File: src/rtl/pcf_pkg.sv
// ----------------------------------------------------------------------------
// PNG chunk framer package
// Shared types, constants and CRC-32 helpers for the chunk framer.
// ----------------------------------------------------------------------------
`default_nettype none

package pcf_pkg;

   localparam int unsigned QUEUE_DEPTH_DEF = 4;

   localparam logic [31:0] CRC_POLY = 32'hEDB8_8320;
   localparam logic [31:0] CRC_INIT = 32'hFFFF_FFFF;

   localparam int unsigned LEN_W  = 31;
   localparam int unsigned STEP_W = 4;

   // byte positions of a framed chunk
   localparam logic [STEP_W-1:0] STEP_FIRST = 4'd0;
   localparam logic [STEP_W-1:0] STEP_TYPE  = 4'd4;
   localparam logic [STEP_W-1:0] STEP_DATA  = 4'd7;
   localparam logic [STEP_W-1:0] STEP_CRC   = 4'd8;
   localparam logic [STEP_W-1:0] STEP_LAST  = 4'd11;

   localparam logic [1:0] KIND_IHDR = 2'd0;
   localparam logic [1:0] KIND_IDAT = 2'd1;
   localparam logic [1:0] KIND_IEND = 2'd2;

   localparam logic [7:0] CHAR_I = 8'h49;
   localparam logic [7:0] CHAR_H = 8'h48;
   localparam logic [7:0] CHAR_D = 8'h44;
   localparam logic [7:0] CHAR_R = 8'h52;
   localparam logic [7:0] CHAR_A = 8'h41;
   localparam logic [7:0] CHAR_T = 8'h54;
   localparam logic [7:0] CHAR_E = 8'h45;
   localparam logic [7:0] CHAR_N = 8'h4E;

   typedef enum logic [1:0] {
      OP_HDR,
      OP_HDR_CRC,
      OP_DATA,
      OP_DATA_CRC
   } op_type;

   typedef struct packed {
      op_type           op;
      logic [1:0]       kind;
      logic [LEN_W-1:0] len;
      logic [7:0]       data;
      logic [31:0]      crc;
   } cmd_type;

   function automatic logic [31:0] crc_byte(input logic [31:0] c_in, input logic [7:0] b);
      logic [31:0] c;
      c = c_in ^ {24'd0, b};
      for (int k = 0; k < 8; k++) begin
         c = c[0] ? ((c >> 1) ^ CRC_POLY) : (c >> 1);
      end
      return c;
   endfunction

   function automatic logic [7:0] type_char(input logic [1:0] kind, input logic [1:0] idx);
      logic [7:0] ch;
      ch = CHAR_I;
      case (idx)
         2'd0: ch = CHAR_I;
         2'd1: begin
            case (kind)
               KIND_IHDR: ch = CHAR_H;
               KIND_IDAT: ch = CHAR_D;
               default:   ch = CHAR_E;
            endcase
         end
         2'd2: begin
            case (kind)
               KIND_IHDR: ch = CHAR_D;
               KIND_IDAT: ch = CHAR_A;
               default:   ch = CHAR_N;
            endcase
         end
         default: begin
            case (kind)
               KIND_IHDR: ch = CHAR_R;
               KIND_IDAT: ch = CHAR_T;
               default:   ch = CHAR_D;
            endcase
         end
      endcase
      return ch;
   endfunction

   function automatic logic [31:0] type_crc(input logic [1:0] kind);
      logic [31:0] c;
      c = CRC_INIT;
      for (int i = 0; i < 4; i++) begin
         c = crc_byte(c, type_char(kind, 2'(i)));
      end
      return c;
   endfunction

   // running CRC after the four type bytes, per chunk kind
   localparam logic [31:0] TYPE_CRC [4] = '{
      type_crc(2'd0), type_crc(2'd1), type_crc(2'd2), type_crc(2'd3)
   };

endpackage

`default_nettype wire

File: src/rtl/pcf_front.sv
// ----------------------------------------------------------------------------
// PNG chunk framer front end
// Classifies accepted transactions, tracks chunk state and the running CRC,
// and issues one command per transaction that produces output.
// ----------------------------------------------------------------------------
`default_nettype none

module pcf_front (
   input  wire logic                     clock,
   input  wire logic                     reset,
   input  wire logic                     accept,
   input  wire logic                     mode,
   input  wire logic [1:0]               chunk_kind,
   input  wire logic [pcf_pkg::LEN_W-1:0] payload_length,
   input  wire logic [7:0]               data_byte,
   output      logic                     cmd_valid,
   output      pcf_pkg::cmd_type         cmd
);

   logic [31:0]               crc_ff,  crc_in;
   logic [pcf_pkg::LEN_W-1:0] left_ff, left_in;
   logic                      open_ff, open_in;
   logic [31:0]               crc_next;
   logic                      len_zero;
   logic                      last_byte;

   assign crc_next  = pcf_pkg::crc_byte(crc_ff, data_byte);
   assign len_zero  = (payload_length == '0);
   assign last_byte = (left_ff == pcf_pkg::LEN_W'(1));

   always_comb begin
      crc_in    = crc_ff;
      left_in   = left_ff;
      open_in   = open_ff;
      cmd_valid = 1'b0;
      cmd.op    = pcf_pkg::OP_HDR;
      cmd.kind  = chunk_kind;
      cmd.len   = payload_length;
      cmd.data  = data_byte;
      cmd.crc   = ~pcf_pkg::TYPE_CRC[chunk_kind];
      if (accept) begin
         if (!mode) begin
            cmd_valid = 1'b1;
            left_in   = payload_length;
            if (len_zero) begin
               cmd.op  = pcf_pkg::OP_HDR_CRC;
               crc_in  = pcf_pkg::CRC_INIT;
               open_in = 1'b0;
            end else begin
               crc_in  = pcf_pkg::TYPE_CRC[chunk_kind];
               open_in = 1'b1;
            end
         end else if (open_ff) begin
            cmd_valid = 1'b1;
            cmd.crc   = ~crc_next;
            left_in   = left_ff - pcf_pkg::LEN_W'(1);
            if (last_byte) begin
               cmd.op  = pcf_pkg::OP_DATA_CRC;
               crc_in  = pcf_pkg::CRC_INIT;
               open_in = 1'b0;
            end else begin
               cmd.op  = pcf_pkg::OP_DATA;
               crc_in  = crc_next;
            end
         end
      end
   end

   always_ff @(posedge clock) begin
      if (reset) begin
         crc_ff  <= pcf_pkg::CRC_INIT;
         left_ff <= '0;
         open_ff <= 1'b0;
      end else begin
         crc_ff  <= crc_in;
         left_ff <= left_in;
         open_ff <= open_in;
      end
   end

endmodule

`default_nettype wire

File: src/rtl/pcf_queue.sv
// ----------------------------------------------------------------------------
// PNG chunk framer command queue
// Small register FIFO between front end and back end.
// ----------------------------------------------------------------------------
`default_nettype none

module pcf_queue #(
   parameter int unsigned DEPTH = pcf_pkg::QUEUE_DEPTH_DEF
) (
   input  wire logic             clock,
   input  wire logic             reset,
   input  wire logic             wr_en,
   input  wire pcf_pkg::cmd_type wr_cmd,
   input  wire logic             rd_en,
   output pcf_pkg::cmd_type      rd_cmd,
   output      logic             q_empty,
   output      logic             q_full
);

   localparam int unsigned PTR_W = (DEPTH > 1) ? $clog2(DEPTH) : 1;
   localparam int unsigned CNT_W = $clog2(DEPTH + 1);
   localparam logic [PTR_W-1:0] PTR_MAX = PTR_W'(DEPTH - 1);

   pcf_pkg::cmd_type   mem_ff [DEPTH];
   logic [PTR_W-1:0]   wr_ptr_ff, wr_ptr_in;
   logic [PTR_W-1:0]   rd_ptr_ff, rd_ptr_in;
   logic [CNT_W-1:0]   count_ff,  count_in;

   assign q_empty = (count_ff == '0);
   assign q_full  = (count_ff == CNT_W'(DEPTH));
   assign rd_cmd  = mem_ff[rd_ptr_ff];

   always_comb begin
      wr_ptr_in = wr_ptr_ff;
      rd_ptr_in = rd_ptr_ff;
      count_in  = count_ff;
      if (wr_en) begin
         wr_ptr_in = (wr_ptr_ff == PTR_MAX) ? '0 : wr_ptr_ff + PTR_W'(1);
      end
      if (rd_en) begin
         rd_ptr_in = (rd_ptr_ff == PTR_MAX) ? '0 : rd_ptr_ff + PTR_W'(1);
      end
      if (wr_en && !rd_en) begin
         count_in = count_ff + CNT_W'(1);
      end else if (rd_en && !wr_en) begin
         count_in = count_ff - CNT_W'(1);
      end
   end

   always_ff @(posedge clock) begin
      if (wr_en) begin
         mem_ff[wr_ptr_ff] <= wr_cmd;
      end
   end

   always_ff @(posedge clock) begin
      if (reset) begin
         wr_ptr_ff <= '0;
         rd_ptr_ff <= '0;
         count_ff  <= '0;
      end else begin
         wr_ptr_ff <= wr_ptr_in;
         rd_ptr_ff <= rd_ptr_in;
         count_ff  <= count_in;
      end
   end

endmodule

`default_nettype wire

File: src/rtl/pcf_back.sv
// ----------------------------------------------------------------------------
// PNG chunk framer back end
// Walks each command through its output bytes into a result register.
// ----------------------------------------------------------------------------
`default_nettype none

module pcf_back (
   input  wire logic              clock,
   input  wire logic              reset,
   input  wire pcf_pkg::cmd_type  head,
   input  wire logic              head_valid,
   output      logic              head_pop,
   input  wire logic              pop,
   output      logic              empty,
   output      logic [7:0]        out_byte,
   output      logic              chunk_done,
   output      logic              run_last
);

   logic [pcf_pkg::STEP_W-1:0] step_ff, step_in;
   logic                       active_ff, active_in;
   logic                       valid_ff, valid_in;
   logic [7:0]                 byte_ff, byte_in;
   logic                       done_ff, done_in;
   logic                       last_ff, last_in;
   logic [pcf_pkg::STEP_W-1:0] cur_step;
   logic [pcf_pkg::STEP_W-1:0] end_step;
   logic [pcf_pkg::STEP_W-1:0] start_step;
   logic                       is_data;
   logic                       load;
   logic                       emit;
   logic                       at_end;
   logic [7:0]                 sel_byte;

   always_comb begin
      case (head.op) inside
         pcf_pkg::OP_DATA, pcf_pkg::OP_DATA_CRC: is_data = 1'b1;
         default:                                is_data = 1'b0;
      endcase
      case (head.op) inside
         pcf_pkg::OP_HDR, pcf_pkg::OP_DATA: end_step = pcf_pkg::STEP_DATA;
         default:                           end_step = pcf_pkg::STEP_LAST;
      endcase
   end

   assign start_step = is_data ? pcf_pkg::STEP_DATA : pcf_pkg::STEP_FIRST;
   assign cur_step   = active_ff ? step_ff : start_step;
   assign at_end     = (cur_step == end_step);
   assign load       = !valid_ff || pop;
   assign emit       = load && head_valid;
   assign head_pop   = emit && at_end;

   always_comb begin
      case (cur_step)
         4'd0:    sel_byte = {1'b0, head.len[30:24]};
         4'd1:    sel_byte = head.len[23:16];
         4'd2:    sel_byte = head.len[15:8];
         4'd3:    sel_byte = head.len[7:0];
         4'd4:    sel_byte = pcf_pkg::type_char(head.kind, 2'd0);
         4'd5:    sel_byte = pcf_pkg::type_char(head.kind, 2'd1);
         4'd6:    sel_byte = pcf_pkg::type_char(head.kind, 2'd2);
         4'd7:    sel_byte = is_data ? head.data : pcf_pkg::type_char(head.kind, 2'd3);
         4'd8:    sel_byte = head.crc[31:24];
         4'd9:    sel_byte = head.crc[23:16];
         4'd10:   sel_byte = head.crc[15:8];
         default: sel_byte = head.crc[7:0];
      endcase
   end

   always_comb begin
      step_in   = step_ff;
      active_in = active_ff;
      valid_in  = valid_ff;
      byte_in   = byte_ff;
      done_in   = done_ff;
      last_in   = last_ff;
      if (load) begin
         valid_in = emit;
      end
      if (emit) begin
         byte_in = sel_byte;
         done_in = (cur_step == pcf_pkg::STEP_LAST);
         last_in = at_end;
         if (at_end) begin
            active_in = 1'b0;
         end else begin
            active_in = 1'b1;
            step_in   = cur_step + pcf_pkg::STEP_W'(1);
         end
      end
   end

   always_ff @(posedge clock) begin
      if (reset) begin
         step_ff   <= pcf_pkg::STEP_FIRST;
         active_ff <= 1'b0;
         valid_ff  <= 1'b0;
      end else begin
         step_ff   <= step_in;
         active_ff <= active_in;
         valid_ff  <= valid_in;
      end
   end

   always_ff @(posedge clock) begin
      byte_ff <= byte_in;
      done_ff <= done_in;
      last_ff <= last_in;
   end

   assign empty      = !valid_ff;
   assign out_byte   = byte_ff;
   assign chunk_done = done_ff;
   assign run_last   = last_ff;

endmodule

`default_nettype wire

File: src/rtl/png_chunk_framer.sv
// ----------------------------------------------------------------------------
// PNG chunk framer
// Frames PNG chunks (length, type, payload, CRC-32) as a byte stream.
// ----------------------------------------------------------------------------
// A start transaction yields 8 output bytes (12 for zero length).
// Throughput: one result byte per cycle out of the result register while pop
// is held and commands wait; a data transaction is accepted every cycle
// while the command queue has room.
// Reset clears chunk state, the CRC to all ones, the queue and the output.
// ----------------------------------------------------------------------------
`default_nettype none

module png_chunk_framer #(
   parameter int unsigned QUEUE_DEPTH = pcf_pkg::QUEUE_DEPTH_DEF
) (
   input  wire logic                      clock,
   input  wire logic                      reset,
   input  wire logic                      push,
   output      logic                      full,
   input  wire logic                      req_mode,
   input  wire logic [1:0]                req_chunk_kind,
   input  wire logic [pcf_pkg::LEN_W-1:0] req_payload_length,
   input  wire logic [7:0]                req_data_byte,
   output      logic                      empty,
   input  wire logic                      pop,
   output      logic [7:0]                rsp_out_byte,
   output      logic                      rsp_chunk_done,
   output      logic                      rsp_run_last
);

   logic             accept;
   logic             cmd_valid;
   pcf_pkg::cmd_type cmd;
   pcf_pkg::cmd_type head;
   logic             q_empty;
   logic             q_full;
   logic             head_pop;

   assign full   = q_full;
   assign accept = push && !q_full;

   pcf_front u_front (
      .clock          (clock),
      .reset          (reset),
      .accept         (accept),
      .mode           (req_mode),
      .chunk_kind     (req_chunk_kind),
      .payload_length (req_payload_length),
      .data_byte      (req_data_byte),
      .cmd_valid      (cmd_valid),
      .cmd            (cmd)
   );

   pcf_queue #(
      .DEPTH (QUEUE_DEPTH)
   ) u_queue (
      .clock   (clock),
      .reset   (reset),
      .wr_en   (cmd_valid),
      .wr_cmd  (cmd),
      .rd_en   (head_pop),
      .rd_cmd  (head),
      .q_empty (q_empty),
      .q_full  (q_full)
   );

   pcf_back u_back (
      .clock      (clock),
      .reset      (reset),
      .head       (head),
      .head_valid (!q_empty),
      .head_pop   (head_pop),
      .pop        (pop),
      .empty      (empty),
      .out_byte   (rsp_out_byte),
      .chunk_done (rsp_chunk_done),
      .run_last   (rsp_run_last)
   );

endmodule

`default_nettype wire

File: config.mk
export PLATFORM = sky130hd
export DESIGN_NAME = png_chunk_framer
export DESIGN_NICKNAME = d
export VERILOG_FILES = /design/src/rtl/pcf_pkg.sv /design/src/rtl/pcf_front.sv /design/src/rtl/pcf_queue.sv /design/src/rtl/pcf_back.sv /design/src/rtl/png_chunk_framer.sv
export SDC_FILE = /design/constraint.sdc
export NUM_CORES = 1
export LEC_CHECK = 0
export BUFFER_PORTS_ARGS = -buffer_cell sky130_fd_sc_hd__buf_2
export CAP_MARGIN = 20
export CORE_MARGIN = 2
export CORE_UTILIZATION = 45
export CTS_BUF_LIST = sky130_fd_sc_hd__clkbuf_8
export CTS_CLUSTER_DIAMETER = 60
export DETAILED_ROUTE_END_ITERATION = 8
export HOLD_SLACK_MARGIN = 0.02
export MAX_ROUTING_LAYER = met4
export PLACE_DENSITY = 0.7
export SETUP_SLACK_MARGIN = 0.4
export SLEW_MARGIN = 40
export SYNTH_ARGS = -nofsm -noshare
export SYNTH_HDL_FRONTEND = slang
export SYNTH_SLANG_ARGS = --single-unit
File: constraint.sdc
create_clock -name clock -period 4.9 [get_ports clock]
set_input_delay 0.735 -clock clock [delete_from_list [all_inputs] [get_ports clock]]
set_output_delay 0.735 -clock clock [all_outputs]
set_load 0.005 [all_outputs]
==> metrics.yaml <==
power:
  seqPwrFrac: 0.446
  p_comb_frac: 0.283
  clock_power_share: 0.271
  peakVddDrop_mv: 0.260
  netSwitchingPower_uw: 3130
  power_density_nw_per_um2: 501
  p_int_uw: 6370
  switching_share: 0.329
  p_leak_uw: 0.00630
critical_path:
  reg2reg_to: "u_back.out_byte[3]$_DFFE_PP_"
  path_delay_family: "compound AO/OA/AOI/OAI gates"
  start_kind: "register"
  critPathArrivalTime_ns: 3.94
  critPathKind: "reg2reg"
  crit_chain: "mux2_2 > o22ai_1 > a21o_1 > inv_1 > ha_1 > or2_2 > a22oi_1 > nand3_1 > nor2_1 > a31oi_1"
  r2r_slack_ns: 1.32
  cp_slowest_cell: "dfxtp_4"
  critPathMaxStageDelay_ns: 0.71
  worst-path-buf-inv: 1
  reg2reg_depth: 10
  critPathCaptureType: "register"
  required_ns: 5.26
  critPathMaxFanout: 37
floorplan:
  num_rows: 71
  ioPinCount: 58
  die_area_um2: 39300
  die_h_um: 198
  die-width_um: 198
  coreArea_um2: 37400
  initial_core_util: 0.454
cts:
  cts_tree: "yes"
  cts.repair.resized: 0
  cts-htree-levels: 2
  root_buffer: "clkbuf_8"
  cts_buffers: 60
  postCtsSetupRepairBufs: 0
  cts_hold_buf: 0
  cts_buffer_depth: 3
  clock_sinks: 389
  insertion_delay_ns: 0.64
  clk_pin_slew_ns: 0.06
min_path:
  hp-class: "in2reg"
  hp-start: "req_data_byte[1]"
  min_to: "u_queue.mem_ff[3][33]$_DFFE_PP_"
  whs_path_depth: 1
sta:
  whs_ns: 0.359
  rsz0062_at_grt: "no"
  fin_crit_ns: 3.58
  timing.fmax_mhz: 279
  drv_slew: 0
  setup_viol: 0
  tightest_slew_ns: 0.827
  skew_ns: 0.0311
  tns_ns: 0
  finalHoldViolCount: 0
  post-route-period-util: 0.731
  max-slew-margin-rel: 0.445
finish:
  register_area_um2: 10900
  area_growth_pct: 11.9
  n_fill_cell: 3140
  layout.nets: 1323
  multi_input_area_um2: 5700
  drive_gt1_frac: 0.201
route:
  dr_total_vias: 10700
  vias_per_cell: 5.83
  routed_wl_mm: 43.1
  ant_nets: 0
  drt_iter0_drc: 1304
  firstDrtPassIters: 5
  post-route-drc-count: 0
  wl_per_cell_um: 23.6
global_route:
  grt_use_total: 0.231
  grt.overflow.total: 0
  grt_start_max_net_pins: 63
  grt_pass1_wl_mm: 64.6
  antenna_found_initial: 1
  grt_pass1_vias: 10300
synth:
  yosysWarnings: 0
  synthDistinctLibCells: 75
  synth_top_area_cell: "edfxtp_1"
  ys_ff_latch: 389
  yosysTopAreaCellShare: 0.549
  async_flop_share: 0
  syn_area_um2: 17000
  synth-edff-count: 310
  synth.area.top_cells: "edfxtp_1 55%, mux4_2 9.8%, dfxtp_1 9.3%"
  synth-main-ff-cell: "edfxtp_1"
  ys_seq_area_frac: 0.642
  syn_avg_cell_area_um2: 14.3
  syn_nets: 1246
  syn-instance-count: 1189
placement:
  gpl.final_weighted_congestion: 0.915
  dp_hpwl_mm: 28.8
  numPortBuffers: 57
outcome:
  status: "finished clean"
flow_run:
  drv_cap: 0
worst max path at each step:
stage,startpoint,endpoint,slack (ns),depth (start not counted)
after floorplan,req_mode,u_queue.mem_ff[0][0]$_DFFE_PP_,1.24,5
after global placement,register,u_back.out_byte[3]$_DFFE_PP_,1.39,10
after detailed placement,register,u_back.out_byte[3]$_DFFE_PP_,1.33,10
after CTS,register,u_back.out_byte[3]$_DFFE_PP_,1.31,10
after global routing,register,u_back.out_byte[2]$_DFFE_PP_,0.98,10
final,register,u_back.out_byte[3]$_DFFE_PP_,1.32,10
cell families (layout without fill, tap and decap cells):
kind of cell,Yosys count,after routing,share of synthesized area
AO/OA/AOI/OAI,239,239,0.0909
XOR/XNOR,71,71,0.0395
adder cells (fa/ha/maj),11,11,0.00855
buffers and inverters,97,224,0.0238
flip-flops,389,389,0.642
multiplexers,89,89,0.108
other,0,1,0
AND/OR/NAND/NOR,293,293,0.0879
area by class of cell:
type	count	area share
Inverter	34	0.00672
Multi-Input combinational cell	703	0.300
Sequential cell	389	0.574
Clock buffer	64	0.0464
Tap cell	511	0.0337
Timing Repair Buffer	78	0.0242
Antenna cell	1	0.000132
Clock inverter	48	0.0144
stage by stage:
stage	util	setup slack (ns)	power, uW	std cells	cell area, um2
2_1_floorplan	-	1.24	6090	1189	17000
3_3_place_gp	0.476	1.39	6940	1714	17800
3_5_place_dp	0.476	1.33	6970	1714	17800
4_1_cts	0.507	1.31	9530	1826	19000
5_1_grt	0.508	0.984	9960	1828	19000
6_report	0.508	1.32	9510	1828	19000
state kept, by name (all words and copies together), names as in the netlist, 2 cells and up, named ones only:
signal	count
u_queue.mem_ff	300
u_queue.rd_ptr_ff	2
u_back.out_byte	8
u_queue.count_ff	3
u_front.left_ff	31
u_queue.wr_ptr_ff	2
u_back.step_ff	4
u_front.crc_ff	32
power groups by stage:
stage               sequential (uW)  combinational, uW  clock [uW]
floorplan                      4180               1910           0
global placement               4300               2640           0
detailed placement             4310               2660           0
CTS                            4240               2670        2620
global route                   4280               2910        2770
finish                         4240               2690        2570
cell usage in the layout (no fill, tap or decap), drive strengths merged, types with 5 or more instances in the layout:
master     n
a211oi    13
a21o       6
a21oi     76
a221o      7
a22oi     17
and2      10
buf       78
clkbuf    64
clkinv    22
dfxtp     79
edfxtp   310
ha        10
inv       58
mux2       6
mux2i      9
mux4      74
nand2     55
nand2b    12
nand3     19
nand4     11
nor2      83
nor2b     20
nor3      24
nor4      19
o21ai     55
o2bb2ai    5
o31ai      5
or2        8
or3       12
xnor2     50
xor2      18
cells in the mapped netlist (all sizes together), types with 4 or more instances:
library cell and n:
a31oi 4, a221o 7, or2 8, a221oi 4
o22ai 4, buf 20, a21oi 76, o21ai 55
or3 12, nand3 19, o2bb2ai 5, nor3 24
or4 4, and2 10, a211oi 13, nand4 11
nor2 83, xor2 18, nand2b 12, mux2i 9
xnor2 50, edfxtp 310, ha 10, o31ai 5
inv 33, nor4 19, mux4 74, o32ai 4
mux2 6, clkbuf 43, nor2b 20, a21o 6
and3 4, dfxtp 79, a22oi 17, nand2 55
routing by layer:
| layer | GRT usage | vias to the layer above | routed length, um |
|---|---|---|---|
| li1 | - | 4776 | - |
| met1 | 0.316 | 5393 | 18600 |
| met2 | 0.346 | 422 | 19900 |
| met3 | 0.0555 | 73 | 3600 |
| met4 | 0.0668 | 0 | 1060 |
| met5 | - | - | 0 |
(Power assumes the default switching activity.)
